**src/rtl/bcop_pkg.sv**
```systemverilog
// Shared constants, types and helpers for the Bayer column offset profile block.
`default_nettype none

package bcop_pkg;

  // Frame size limits
  localparam int MAX_WIDTH  = 4096;
  localparam int MAX_HEIGHT = 4096;
  localparam int HALF_MAX_W = MAX_WIDTH / 2;

  // Field widths
  localparam int SIZE_W        = 13;
  localparam int PIXEL_W       = 24;
  localparam int OFFSET_W      = 25;
  localparam int CH_W          = 2;
  localparam int COLUMN_PAIR_W = 11;
  localparam int CFG_IDX_W     = 3;
  localparam int CFG_DATA_W    = 24;

  // Counters and column sum storage
  localparam int COL_W      = $clog2(MAX_WIDTH);
  localparam int ROW_W      = $clog2(MAX_HEIGHT);
  localparam int HALF_IDX_W = $clog2(HALF_MAX_W);
  localparam int SUM_W      = 37;
  localparam int RAM_DEPTH  = 4 * HALF_MAX_W;
  localparam int RAM_AW     = $clog2(RAM_DEPTH);

  // Divider: divisor is height / 2
  localparam int DIV_W  = SIZE_W - 1;
  localparam int STEP_W = $clog2(SUM_W);

  localparam logic [PIXEL_W-1:0] OFFSET_LIMIT = {PIXEL_W{1'b1}};
  localparam logic [SIZE_W-1:0]  SIZE_MAX_W   = SIZE_W'(MAX_WIDTH);
  localparam logic [SIZE_W-1:0]  SIZE_MAX_H   = SIZE_W'(MAX_HEIGHT);

  // Configuration register indexes
  typedef enum logic [CFG_IDX_W-1:0] {
    REG_FRAME_WIDTH  = 3'd0,
    REG_FRAME_HEIGHT = 3'd1,
    REG_MEAN_RED     = 3'd2,
    REG_MEAN_GREEN_R = 3'd3,
    REG_MEAN_GREEN_B = 3'd4,
    REG_MEAN_BLUE    = 3'd5
  } cfg_reg_t;

  // Current configuration, as seen by the datapath
  typedef struct packed {
    logic [SIZE_W-1:0]             frame_width;
    logic [SIZE_W-1:0]             frame_height;
    logic [3:0][PIXEL_W-1:0]       mean;
  } cfg_regs_t;

  // Divide request
  typedef struct packed {
    logic                     start;
    logic signed [SUM_W-1:0]  dividend;
    logic [DIV_W-1:0]         divisor;
  } div_req_t;

  // Force even size, at least 2, at most the given maximum
  function automatic logic [SIZE_W-1:0] clamp_size(input logic [CFG_DATA_W-1:0] value,
                                                   input logic [SIZE_W-1:0] max_size);
    logic [SIZE_W-1:0] e;
    e = {value[SIZE_W-1:1], 1'b0};
    if (e < SIZE_W'(2)) e = SIZE_W'(2);
    if (e > max_size) e = {max_size[SIZE_W-1:1], 1'b0};
    return e;
  endfunction

endpackage

`default_nettype wire

```
**src/rtl/bcop_divider.sv**
```systemverilog
// Radix-2 restoring divider: signed column sum by height/2, truncated, saturated.
`default_nettype none

module bcop_divider (
  input  logic                                 clk,
  input  logic                                 rst,
  input  bcop_pkg::div_req_t                   req,
  output logic                                 done,
  output logic signed [bcop_pkg::OFFSET_W-1:0] quotient
);
  import bcop_pkg::*;

  typedef enum logic [1:0] {D_IDLE, D_ABS, D_STEP, D_FIN} phase_t;

  phase_t             phase;
  logic               neg;
  logic [SUM_W-1:0]   dq;       // dividend shifts out, quotient shifts in
  logic [DIV_W-1:0]   rem;
  logic [DIV_W-1:0]   divisor;
  logic [STEP_W-1:0]  step;

  logic [DIV_W:0]     rem_sh;
  logic               fits;
  logic [DIV_W:0]     rem_sub;
  logic [PIXEL_W-1:0] mag;

  // One quotient bit per cycle
  always_comb begin
    rem_sh  = {rem, dq[SUM_W-1]};
    fits    = rem_sh >= {1'b0, divisor};
    rem_sub = rem_sh - {1'b0, divisor};
    mag     = (dq > SUM_W'(OFFSET_LIMIT)) ? OFFSET_LIMIT : dq[PIXEL_W-1:0];
  end

  always_ff @(posedge clk) begin
    if (rst) begin
      phase <= D_IDLE;
      done  <= 1'b0;
    end else begin
      done <= 1'b0;
      case (phase)
        D_IDLE: begin
          if (req.start) begin
            dq      <= req.dividend;
            neg     <= req.dividend[SUM_W-1];
            divisor <= req.divisor;
            phase   <= D_ABS;
          end
        end
        D_ABS: begin
          // magnitude; the most negative sum still fits as unsigned
          if (neg) begin
            dq <= ~dq + SUM_W'(1);
          end
          rem   <= '0;
          step  <= '0;
          phase <= D_STEP;
        end
        D_STEP: begin
          rem  <= fits ? rem_sub[DIV_W-1:0] : rem_sh[DIV_W-1:0];
          dq   <= {dq[SUM_W-2:0], fits};
          step <= step + STEP_W'(1);
          if (step == STEP_W'(SUM_W - 1)) begin
            phase <= D_FIN;
          end
        end
        D_FIN: begin
          quotient <= neg ? -$signed({1'b0, mag}) : $signed({1'b0, mag});
          done     <= 1'b1;
          phase    <= D_IDLE;
        end
        default: phase <= D_IDLE;
      endcase
    end
  end

endmodule

`default_nettype wire

```
**config.mk**
```make
export PLATFORM = sky130hd
export DESIGN_NAME = bcop_divider
export DESIGN_NICKNAME = d
export VERILOG_FILES = /design/src/rtl/bcop_pkg.sv /design/src/rtl/bcop_divider.sv
export SDC_FILE = /design/constraint.sdc
export NUM_CORES = 1
export LEC_CHECK = 0
export BUFFER_PORTS_ARGS = -buffer_cell sky130_fd_sc_hd__buf_2
export CORE_MARGIN = 2
export CORE_UTILIZATION = 35
export CTS_BUF_LIST = sky130_fd_sc_hd__clkbuf_4 sky130_fd_sc_hd__clkbuf_8 sky130_fd_sc_hd__clkbuf_16
export CTS_CLUSTER_DIAMETER = 40
export CTS_CLUSTER_SIZE = 8
export DETAILED_ROUTE_END_ITERATION = 16
export SLEW_MARGIN = 20
export SYNTH_ARGS = -nofsm -noshare
export SYNTH_HDL_FRONTEND = slang
export SYNTH_SLANG_ARGS = --single-unit
```
**constraint.sdc**
```tcl
create_clock -name clk -period 8.2 [get_ports clk]
set_input_delay 0 -clock clk [delete_from_list [all_inputs] [get_ports clk]]
set_output_delay 0 -clock clk [all_outputs]
set_load 0.01 [all_outputs]
```
After elaboration in Yosys (flattened, before gate mapping)
Index checks and enable logic that the tools add are counted.
- add/subtract/negate cells: 4
- magnitude comparators: 2
- equal/unequal tests: 7
- mux-type cells: 12
- bitwise operators: 2
- reduce and logical (&&, ||, !) cells: 8
- operator list (operator ; number):
    one-hot mux 37 bit (3 select lines) ; 1
    2-to-1 mux 37 bit ; 2
    2-to-1 mux 24 bit ; 2
    adder 37 x 1 -> 37 bit (second input constant) ; 1
    > comparator 37 x 24 -> 1 bit (second input constant) ; 1
    inverter 37 bit ; 1
    negator 24 -> 25 bit ; 1
    one-hot mux 12 bit (2 select lines) ; 1
    >= comparator 13 x 12 -> 1 bit ; 1
    2-to-1 mux 12 bit ; 1
    one-hot mux 6 bit (2 select lines) ; 1
    subtractor 12 bit ; 1
    one-hot mux 2 bit (4 select lines) ; 1
    adder 6 x 1 -> 6 bit (second input constant) ; 1
    == test 6 bit (second input constant) ; 1
    != test 2 bit (second input constant) ; 3
    AND reduction 2 bit ; 3
    == test 2 bit (second input constant) ; 2
    2-to-1 mux 2 bit ; 2
    AND reduction 4 bit ; 1
    AND reduction 3 bit ; 1
    nonzero test 3 bit ; 1
    == test 2 x 1 -> 1 bit (second input constant) ; 1
    logical NOT 2 bit ; 1
    3 further kinds ; 3
- flip-flop bits (word level): 96
- output and inout bits: 26

Longest topological paths before layout
Gate-level depths: netlist (run 1).
- depth after elaboration: 4
- gate-level depth with buffers: 9
- mapped depth without buffers: 8

Least setup slack after synthesis (run 1)
No wires, ideal clock.
- path type: reg-to-reg
- from: register phase[1]
- to: register dq[0] (enable)
- arrival: 6.669 ns
- required time: 7.569 ns
- path slack: 0.900 ns
- cell stages (with the launch flop): 5
- path through: dfxtp_1 inv_1 ha_1 clkbuf_1 a2111oi_0
- longest elaborated chain between the ends: 3
- elaborated cells between the ends (all ways): 7
- classes of those cells: eq/ne: 4; reduce/logical: 3
- ends and longest elaborated chain (what ; line ; RTL):
    start: declaration ; bcop_divider.sv:15 ; phase_t phase;
    start signal: assignment ; bcop_divider.sv:37 ; phase <= D_IDLE;
    start signal: assignment ; bcop_divider.sv:47 ; phase <= D_ABS;
    start signal: assignment ; bcop_divider.sv:57 ; phase <= D_STEP;
    == test 2 x 1 -> 1 bit, or another cell as far along ; bcop_divider.sv:41 ; case (phase)
    != test 2 bit (no source line) or nonzero test 3 bit (tied branches) ; - ;
    AND reduction 4 bit (no source line) (*) ; - ;
    end signal: assignment ; bcop_divider.sv:44 ; dq <= req.dividend;
    end signal: assignment ; bcop_divider.sv:53 ; dq <= ~dq + SUM_W'(1);
    end signal: assignment ; bcop_divider.sv:61 ; dq <= {dq[SUM_W-2:0], fits};
    end: declaration ; bcop_divider.sv:17 ; logic [SUM_W-1:0] dq;
Every way passes the cells marked *; elsewhere a longest branch is shown, timed or not.
A chain may end at the register's enable or synchronous reset.

Worst setup path in the final report (run 1)
- from: register dq[5]
- to: register quotient[17] (netlist name) (data pin)
- longest elaborated chain between the ends: 4
- ends and longest elaborated chain (what ; line ; RTL):
    > comparator 37 x 24 -> 1 bit ; bcop_divider.sv:32 ; mag = (dq > SUM_W'(OFFSET_LIMIT)) ? OFFSET_LIMIT : dq[PIXEL_W-1:0];
    2-to-1 mux 24 bit (*) ; bcop_divider.sv:32 ;
    negator 24 -> 25 bit ; bcop_divider.sv:68 ; quotient <= neg ? -$signed({1'b0, mag}) : $signed({1'b0, mag});
    2-to-1 mux 24 bit (*) ; bcop_divider.sv:68 ;
    end signal: assignment ; bcop_divider.sv:68 ;
    end: declaration ; bcop_divider.sv:9 ; output logic signed [bcop_pkg::OFFSET_W-1:0] quotient
Marked as above.

==> results.sh, run 1 <==
export IMPL_ir_drop_v=0.0001655
export IMPL_hpwl_um=11640
export IMPL_yosysWarningCount=0
export IMPL_die_area_sq_um=19320
export IMPL_crit_type="reg2reg"
export IMPL_r2r_start="dq[5]$_DFFE_PP_"
export IMPL_p_leak_nw=2.668
export IMPL_nets=796
export IMPL_synth_seq_area_share=0.4471
export IMPL_syn_inst=653
export IMPL_crit_arrival_ns=3.23
export IMPL_hold_slack_ns=-0.002880
export IMPL_tightest_slew_ns=0.9953
export IMPL_synth_area_leader_cell="edfxtp_1"
export IMPL_cts_buffers=9
export IMPL_finalMaxSlewViolations=0
export IMPL_grt_use_total=0.1712
export IMPL_netlist_area_leader_share=0.4377
export IMPL_ios=78
export IMPL_slew_headroom=0.3335
export IMPL_seq_area_sq_um=2853
export IMPL_gp_congestion=0.8702
export IMPL_startpoint_type="register"
export IMPL_ys_types=67
export IMPL_grt_first_pass_wirelength_um=27110
export IMPL_worstSetupEndpointType="register"
export IMPL_grt_antenna_before_repair=1
export IMPL_slowest_delay_ns=0.81
export IMPL_via_per_inst=5.767
export IMPL_avgSynthCellArea_sq_um=9.770
export IMPL_initial_core_util=0.3564
export IMPL_coreArea_sq_um=17900
export IMPL_fin_setup_tns_ns=0
export IMPL_max_freq_mhz=330.7
export IMPL_clock_path_buffers=2
export IMPL_regToRegSetupSlack_ns=5.18
export IMPL_powerDensity_nw_per_um2=325.9
export IMPL_multi_input_area_sq_um=3131
export IMPL_clk_insertion_delay_late_ns=0.36
export IMPL_cp_required_ns=8.40
export IMPL_whs_path_depth=3
export IMPL_fillers=1772
export IMPL_period_needed_ns=3.024
export IMPL_cts_htree_levels=3
export IMPL_avgRoutedWirePerCell_um=17.78
export IMPL_drt_iter0_markers=514
export IMPL_vias=5519
export IMPL_clkTransAtPathRegs_ns=0.07
export IMPL_die_w_um=139.0
export IMPL_die_h_um=139.0
export IMPL_grt_pass1_vias=5218
export IMPL_synth_area_leaders="edfxtp_1 (44%), ha_1 (4.1%), nor2_1 (3.6%)"
export IMPL_post_cts_buffers=0
export IMPL_wirelength_um=17020
export IMPL_startpoint="dq[5]$_DFFE_PP_"
export IMPL_worstHoldEndpoint="dq[0]$_DFFE_PP_"
export IMPL_synth_seq_cells=96
export IMPL_critPathMaxFanout=14
export IMPL_setup_violations=0
export IMPL_synth_fp_nets=727
export IMPL_clockRootBuffer="clkbuf_16"
export IMPL_overflow=0
export IMPL_reg2reg_depth=5
export IMPL_synth_main_ff_cell="edfxtp_1"
export IMPL_worstHoldPathType="in2reg"
export IMPL_violations="negative hold slack"
export IMPL_hold_viol_final=1
export IMPL_placed_cells=913
export IMPL_area_delta_synth_final_pct=16.34
export IMPL_port_buffers=77
export IMPL_cts_tree="yes"
export IMPL_fin_crit_sh=0.3688
export IMPL_syn_cell_area_sq_um=6380
export IMPL_fin_worst_skew_ns=0.008765
export IMPL_cap_violations=0
export IMPL_r2r_end="quotient[17]$_DFFE_PP_"
export IMPL_worstPathCellList="nor4_4, nand3_1, a2111oi_0, a21oi_1, o211ai_1"
export IMPL_drt_pass1_iter_count=5
export IMPL_final_cell_count_no_fill=957
export IMPL_drc=0
export IMPL_rsz0062_at_grt="no"
export IMPL_hold_start="req[12]"
export IMPL_drive_gt1_frac=0.1596
export IMPL_ys_async_sr_fraction=0
export IMPL_postRouteAntennaNets=0
export IMPL_grt_max_degree=49
export IMPL_rows=49
export IMPL_synth_edf_count=93
export IMPL_clock_sinks=96
export IMPL_run_status="complete, but fails checks"
export IMPL_slowest_stage="a2111oi_0"
==> placed cells by master, fill, tap and decap left out, drive strengths merged, types with 5 or more instances in the layout <==
| master | n |
|---|---|
| a211oi | 6 |
| a21oi | 44 |
| a221o | 11 |
| a22oi | 9 |
| a31oi | 11 |
| a32oi | 6 |
| buf | 83 |
| clkbuf | 11 |
| dlygate4sd3 | 27 |
| edfxtp | 93 |
| ha | 21 |
| inv | 39 |
| mux2i | 5 |
| nand2 | 30 |
| nand2b | 9 |
| nand3 | 24 |
| nand4 | 17 |
| nor2 | 62 |
| nor2b | 10 |
| nor3 | 18 |
| nor4 | 18 |
| o211a | 8 |
| o211ai | 10 |
| o21ai | 32 |
| o221ai | 10 |
| o31ai | 9 |
| o41ai | 6 |
| or3 | 12 |
| xor2 | 20 |
==> critical path: cells and delay by family (launching register included) <==
kind / cells / cell delay (ns)
compound gates: 3 / 1.14
simple gates: 2 / 1.21
flops: 1 / 0.51
==> flip-flops by register name, indices dropped and copies added (netlist names) <==
| register | count |
|---|---|
| neg | 1 |
| step | 6 |
| rem | 12 |
| dq | 37 |
| done | 1 |
| phase | 2 |
| quotient | 25 |
| divisor | 12 |
==> Yosys cell counts, types with 9 or more instances <==
library cell  count
nand2_1          30
or3_1             9
nand4_1          17
a21oi_1          44
nor4_1           14
a221o_1          11
o221ai_1         10
nand2b_1          9
edfxtp_1         93
o21ai_0          32
o211ai_1         10
nor2_1           62
inv_1            38
clkbuf_1         30
ha_1             21
buf_2            10
nor3_1           18
nand3_1          24
nor2b_1          10
a31oi_1          11
a22oi_1           9
xor2_1           20
==> area by class of cell <==
type,instances,area share
clock buffer,11,0.03405
inverter,38,0.01922
multi-input combinational,467,0.4218
antenna,1,0.0003372
timing repair buffer,110,0.09440
clock inverter,5,0.007249
sequential,96,0.3844
tap,229,0.03860
==> layer usage <==
metal / vias to the layer above / wire length (um) / track usage / part of all wire
met5: - / 0 / 0 / 0
met4: 0 / 314 / 0.05901 / 0.018
met3: 31 / 1105 / 0.03591 / 0.065
met2: 215 / 8003 / 0.2774 / 0.47
met1: 2613 / 7593 / 0.2286 / 0.45
li1: 2660 / - / - / -
==> timing repair <==
item                                   in CTS  in global routing
resized for setup                           0                  0
hold buffers                               27                  0
endpoints found under the hold margin      29                  0
setup endpoints to repair                   0                  0
==> worst max path at each step <==
stage	to	slack (ns)	cells after the start
2_1_floorplan	dq[0]$_DFFE_PP_	0.90	4
3_3_place_gp	quotient[17]$_DFFE_PP_	5.33	5
3_5_place_dp	quotient[17]$_DFFE_PP_	5.29	5
4_1_cts	quotient[17]$_DFFE_PP_	5.26	5
5_1_grt	quotient[17]$_DFFE_PP_	4.96	5
6_report	quotient[17]$_DFFE_PP_	5.18	5
==> power by group <==
| part | internal, mW | total (mW) | switching (mW) |
|---|---|---|---|
| sequential | 0.762 | 0.982 | 0.220 |
| clock | 0.253 | 0.445 | 0.192 |
| combinational | 0.372 | 0.991 | 0.619 |
| total | 1.39 | 2.42 | 1.03 |
==> metrics by stage <==
| step | power, mW | hold slack [ns] | setup slack [ns] | instance area (sq um) | util |
|---|---|---|---|---|---|
| 3_5_place_dp | 1.956 | 0.1781 | 5.289 | 6843 | 0.3822 |
| 6_report | 2.419 | -0.002880 | 5.176 | 7422 | 0.4146 |
| 3_3_place_gp | 1.928 | 0.1760 | 5.334 | 6843 | 0.3822 |
| 5_1_grt | 2.579 | 0.01612 | 4.963 | 7422 | 0.4146 |
| 4_1_cts | 2.417 | 0.002891 | 5.260 | 7420 | 0.4145 |
| 2_1_floorplan | 1.700 | 0.07161 | 0.9004 | 6380 | - |
==> cell families after synthesis <==
family / share of synthesized area
buffers and inverters: 0.06511
AO/OA/AOI/OAI: 0.2073
adder cells (fa/ha/maj): 0.04432
flip-flops: 0.4471
multiplexers: 0.007845
XOR/XNOR: 0.03295
AND/OR/NAND/NOR: 0.1953
(Power assumes the default switching activity.)
==> run 2: changes to the inputs <==
==> constraint.sdc (replaced) <==
create_clock -name clk -period 3 [get_ports clk]
set_input_delay 0 -clock clk [delete_from_list [all_inputs] [get_ports clk]]
set_output_delay 0 -clock clk [all_outputs]
set_load 0.01 [all_outputs]
==> run 2 against run 1 <==
Net effect: the flow now finishes without violations; core utilization is 0.67 points higher; hold slack better by 0.0051 ns; die area stayed put; combinational power rose to 2.9 times the previous value; highest routed layer unchanged.
==> results.sh, run 2 (synthesis results as in run 1) <==
export IMPL_run_status="completed"
export IMPL_power_switching_mw=2.799
export IMPL_overflow=0
export IMPL_total_power_mw=6.638
export IMPL_cts_htree_levels=3
export IMPL_final_common_cell="edfxtp_1"
export IMPL_largest_reg_flops=37
export IMPL_cap_violations=0
export IMPL_period_needed_ns=2.751
export IMPL_cellInternalPower_mw=3.839
export IMPL_final_cell_mix="edfxtp_1 (93), buf_2 (77), nor2_1 (62), a21oi_1 (44), inv_1 (38)"
export IMPL_clk_insertion_delay_late_ns=0.36
export IMPL_pwr_share_seq=0.395
export IMPL_coreArea_sq_um=17900
export IMPL_cts_tree="yes"
export IMPL_initial_core_util=0.3564
export IMPL_regMostFlops="dq"
export IMPL_setup_violations=0
export IMPL_rows=49
export IMPL_startpoint="rem[3]$_SDFFCE_PN0P_"
export IMPL_hpwl_um=11600
export IMPL_die_h_um=139.0
export IMPL_drc=0
export IMPL_wirelength_um=16860
export IMPL_area_delta_synth_final_pct=18.22
export IMPL_hold_viol_final=0
export IMPL_nets=812
export IMPL_cts_buffers=9
export IMPL_postRouteAntennaNets=0
export IMPL_dpl_cell_area_sq_um=6985
export IMPL_crit_arrival_ns=2.83
export IMPL_rsz0062_at_grt="no"
export IMPL_port_buffers=77
export IMPL_placed_cells=929
export IMPL_ir_drop_v=0.0004209
export IMPL_drt_pass1_iter_count=5
export IMPL_drt_iter0_markers=680
export IMPL_worstHoldPathType="in2reg"
export IMPL_grt_use_total=0.1706
export IMPL_fin_setup_tns_ns=0
export IMPL_final_core_util=0.4213
export IMPL_grt_antenna_before_repair=0
export IMPL_critPathMaxFanout=9
export IMPL_max_freq_mhz=363.5
export IMPL_crit_type="reg2reg"
export IMPL_clockPowerShare=0.175
export IMPL_avgRoutedWirePerCell_um=17.37
export IMPL_die_area_sq_um=19320
export IMPL_finalMaxSlewViolations=0
export IMPL_post_cts_buffers=0
export IMPL_powerDensity_nw_per_um2=880.1
export IMPL_final_cell_count_no_fill=971
export IMPL_grt_first_pass_wirelength_um=26900
export IMPL_clock_sinks=96
export IMPL_grt_max_degree=38
export IMPL_grt_pass1_vias=5236
export IMPL_diodes=0
export IMPL_regToRegSetupSlack_ns=0.25
export IMPL_swShare=0.4216
export IMPL_clockRootBuffer="clkbuf_16"
export IMPL_vias=5685
export IMPL_hold_start="req[20]"
export IMPL_tightest_slew_ns=0.7833
export IMPL_die_w_um=139.0
export IMPL_reg_top3="dq (37), quotient (25)"
export IMPL_startpoint_type="register"
export IMPL_r2r_start="rem[3]$_SDFFCE_PN0P_"
export IMPL_fin_worst_skew_ns=0.005509
export IMPL_fin_area_sq_um=7542
export IMPL_slew_headroom=0.4738
export IMPL_clkTransAtPathRegs_ns=0.07
export IMPL_comb_power_share=0.430
export IMPL_ios=78
export IMPL_fin_crit_sh=0.9170
export IMPL_gp_congestion=0.8838
export IMPL_via_per_inst=5.855
export IMPL_drive_gt1_frac=0.1725
export IMPL_cp_required_ns=3.08
export IMPL_p_leak_nw=2.736
export IMPL_worstSetupEndpointType="register"
export IMPL_clock_path_buffers=2
-- run 2: cell count changes in the layout (fill, tap and decap cells not counted), sizes merged --
cell	previous run	this run
buf	83	99
diode	1	0
inv	39	38
-- run 2: path summary, 6_finish.rpt --
check,to,cells after the start
max,rem[5]$_SDFFCE_PN0P_,5
min,dq[8]$_DFFE_PP_,3
max reg2reg,rem[5]$_SDFFCE_PN0P_,5
min reg2reg,phase[0]$_SDFFE_PP0P_,2
-- run 2: final cells by class --
type	instances	area, sq um
timing repair buffer	126	833.3
clock buffer	11	240.2
tap	229	286.5
multi-input combinational	467	3141
sequential	96	2853
fill	1756	10360
inverter	38	142.6
clock inverter	4	46.29
-- run 2: stage by stage --
| stage | setup slack (ns) | hold WS, ns |
|---|---|---|
| floorplan | 0.2313 | 0.07161 |
| global placement | 0.3381 | 0.1764 |
| detailed placement | 0.2438 | 0.1781 |
| CTS | 0.2576 | 0.005103 |
| global route | 0.1078 | 0.02179 |
| finish | 0.2489 | 0.002230 |
-- run 2: power groups by stage --
stage / combinational [mW] / sequential, mW / clock, mW
2_1_floorplan: 2.29 / 2.35 / 0
3_3_place_gp: 2.74 / 2.62 / 0
3_5_place_dp: 2.79 / 2.63 / 0
4_1_cts: 2.84 / 2.61 / 1.18
5_1_grt: 3.17 / 2.69 / 1.24
6_report: 2.86 / 2.62 / 1.16
-- run 2: routing by layer --
layer | vias up | global-route usage | share of wire
met3 | 28 | 0.03142 | 0.066
met5 | - | 0 | 0
met4 | 0 | 0.07018 | 0.021
met2 | 263 | 0.2676 | 0.46
met1 | 2707 | 0.2333 | 0.45
li1 | 2687 | - | -
-- run 2: repair_timing --
action	4_1_cts	5_1_grt
gates resized for setup	0	0
hold buffers	27	0
setup endpoints to repair	0	0
endpoints found under the hold margin	28	0
-- run 2: worst max-delay path, stage by stage, from the launching register on --
cell      delay, ns
edfxtp_1       0.40
ha_1           0.30
or4_1          0.61
o211a_1        0.38
o31ai_1        0.57
o32ai_1        0.22
==> run 3: changes to the inputs <==
--- a/config.mk
+++ b/config.mk
@@ -6,12 +6,15 @@
 export NUM_CORES = 1
 export LEC_CHECK = 0
 export BUFFER_PORTS_ARGS = -buffer_cell sky130_fd_sc_hd__buf_2
+export CELL_PAD_IN_SITES_DETAIL_PLACEMENT = 0
+export CELL_PAD_IN_SITES_GLOBAL_PLACEMENT = 1
 export CORE_MARGIN = 2
 export CORE_UTILIZATION = 35
 export CTS_BUF_LIST = sky130_fd_sc_hd__clkbuf_4 sky130_fd_sc_hd__clkbuf_8 sky130_fd_sc_hd__clkbuf_16
 export CTS_CLUSTER_DIAMETER = 40
 export CTS_CLUSTER_SIZE = 8
 export DETAILED_ROUTE_END_ITERATION = 16
+export PLACE_DENSITY = 0.66
 export SLEW_MARGIN = 20
 export SYNTH_ARGS = -nofsm -noshare
 export SYNTH_HDL_FRONTEND = slang
==> run 3 against run 2 <==
Net effect: the run now ends with negative hold slack left; clock skew up 0.0033 ns; final cell count up 0.82%; sequential share of layout area down 0.34 points; hold slack worse by 0.0053 ns; critical path type unchanged.
==> results.sh, run 3 (synthesis results as in run 1) <==
export IMPL_postRouteAntennaNets=0
export IMPL_grt_max_degree=48
export IMPL_die_area_sq_um=19320
export IMPL_grt_first_pass_wirelength_um=28550
export IMPL_hold_start="req[13]"
export IMPL_pwr_share_seq=0.383
export IMPL_drc=0
export IMPL_fin_setup_tns_ns=0
export IMPL_cts_tree="yes"
export IMPL_cts_buffers=9
export IMPL_run_status="complete, but fails checks"
export IMPL_initial_core_util=0.3564
export IMPL_ir_drop_v=0.0004745
export IMPL_fin_worst_skew_ns=0.008805
export IMPL_die_w_um=139.0
export IMPL_powerDensity_nw_per_um2=883.3
export IMPL_vias=5603
export IMPL_ios=78
export IMPL_grt_pass1_vias=5422
export IMPL_p_leak_nw=2.768
export IMPL_clkTransAtPathRegs_ns=0.07
export IMPL_period_needed_ns=2.751
export IMPL_dpl_cell_area_sq_um=7015
export IMPL_die_h_um=139.0
export IMPL_total_power_mw=6.723
export IMPL_finalWorstSetupSlack_ns=0.2485
export IMPL_nets=819
export IMPL_violations="negative hold slack"
export IMPL_hpwl_um=12400
export IMPL_overflow=0
export IMPL_clock_path_buffers=2
export IMPL_dp_slack_ns=0.2801
export IMPL_cellInternalPower_mw=3.887
export IMPL_final_common_cell="edfxtp_1"
export IMPL_gp_congestion=0.8297
export IMPL_hold_slack_ns=-0.003028
export IMPL_startpoint="dq[0]$_DFFE_PP_"
export IMPL_startpoint_type="register"
export IMPL_wirelength_um=17620
export IMPL_finalMaxSlewViolations=0
export IMPL_max_freq_mhz=363.4
export IMPL_port_buffers=77
export IMPL_clockRootBuffer="clkbuf_16"
export IMPL_grt_use_total=0.1825
export IMPL_fin_crit_sh=0.9172
export IMPL_regMostFlops="dq"
export IMPL_avgRoutedWirePerCell_um=17.99
export IMPL_r2r_start="dq[0]$_DFFE_PP_"
export IMPL_cp_required_ns=3.16
export IMPL_drt_pass1_iter_count=5
export IMPL_cts_htree_levels=3
export IMPL_comb_power_share=0.441
export IMPL_drive_gt1_frac=0.1787
export IMPL_rows=49
export IMPL_worstSetupEndpointType="register"
export IMPL_area_delta_synth_final_pct=19.30
export IMPL_final_cell_mix="edfxtp_1 (93), buf_2 (77), nor2_1 (62), a21oi_1 (44), inv_1 (38)"
export IMPL_cap_violations=0
export IMPL_reg_top3="dq (37), quotient (25)"
export IMPL_grt_antenna_before_repair=0
export IMPL_diodes=0
export IMPL_fin_area_sq_um=7611
export IMPL_largest_reg_flops=37
export IMPL_hold_viol_final=1
export IMPL_worstHoldPathType="in2reg"
export IMPL_crit_arrival_ns=2.91
export IMPL_setup_violations=0
export IMPL_rsz0062_at_grt="no"
export IMPL_critPathMaxFanout=19
export IMPL_crit_type="reg2reg"
export IMPL_clk_insertion_delay_late_ns=0.36
export IMPL_clock_sinks=96
export IMPL_swShare=0.4218
export IMPL_drt_iter0_markers=494
export IMPL_tightest_slew_ns=0.7693
export IMPL_clockPowerShare=0.176
export IMPL_power_switching_mw=2.836
export IMPL_coreArea_sq_um=17900
export IMPL_slew_headroom=0.4832
export IMPL_via_per_inst=5.723
[run 3: worst paths after layout]
kind | end | slack (ns) | cells past startpoint
max | quotient[5]$_DFFE_PP_ | 0.25 | 6
min | dq[1]$_DFFE_PP_ | -0.003 | 3
max reg2reg | quotient[5]$_DFFE_PP_ | 0.25 | 6
min reg2reg | phase[0]$_SDFFE_PP0P_ | 0.57 | 2
[run 3: power groups by stage]
stage / clock, mW / combinational [mW] / sequential, mW
after floorplan: 0 / 2.29 / 2.35
after global placement: 0 / 2.88 / 2.58
after detailed placement: 0 / 2.92 / 2.59
after CTS: 1.21 / 2.97 / 2.56
after global routing: 1.26 / 3.29 / 2.63
final: 1.18 / 2.97 / 2.57
[run 3: final cells by class]
type                       count  area [sq um]
fill                        1748         10290
multi-input combinational    467          3142
sequential                    96          2853
timing repair buffer         133         893.4
tap                          229         286.5
clock buffer                  12         247.7
inverter                      38         142.6
clock inverter                 4         46.29
[run 3: worst max-delay path, cell delays in order (launching register included)]
cell and delay (ns):
edfxtp_1 0.51, ha_1 0.27, nand4bb_1 0.21, nor4_1 0.49
a21o_2 0.48, nand2_1 0.36, o21ai_0 0.24
[run 3: what timing repair did]
| item | in CTS | in global routing |
|---|---|---|
| hold buffers | 30 | 0 |
| gates resized for setup | 0 | 1 |
| endpoints found under the hold margin | 32 | 0 |
| setup buffers | 0 | 0 |
| setup endpoints to repair | 0 | 1 |
[run 3: through the flow]
step / instances / utilization / hold slack [ns]
floorplan: 653 / - / 0.07161
global placement: 933 / 0.3919 / 0.1765
detailed placement: 933 / 0.3919 / 0.1781
CTS: 979 / 0.4251 / 0.001665
global route: 979 / 0.4251 / 0.00006453
finish: 979 / 0.4251 / -0.003028
[run 3: routing by layer]
metal / wire length, um / vias to the layer above / GRT usage
met2: 8317 / 177 / 0.3020
met5: 0 / - / 0
li1: - / 2700 / -
met3: 798 / 29 / 0.02762
met4: 384 / 0 / 0.06911
met1: 8117 / 2697 / 0.2426
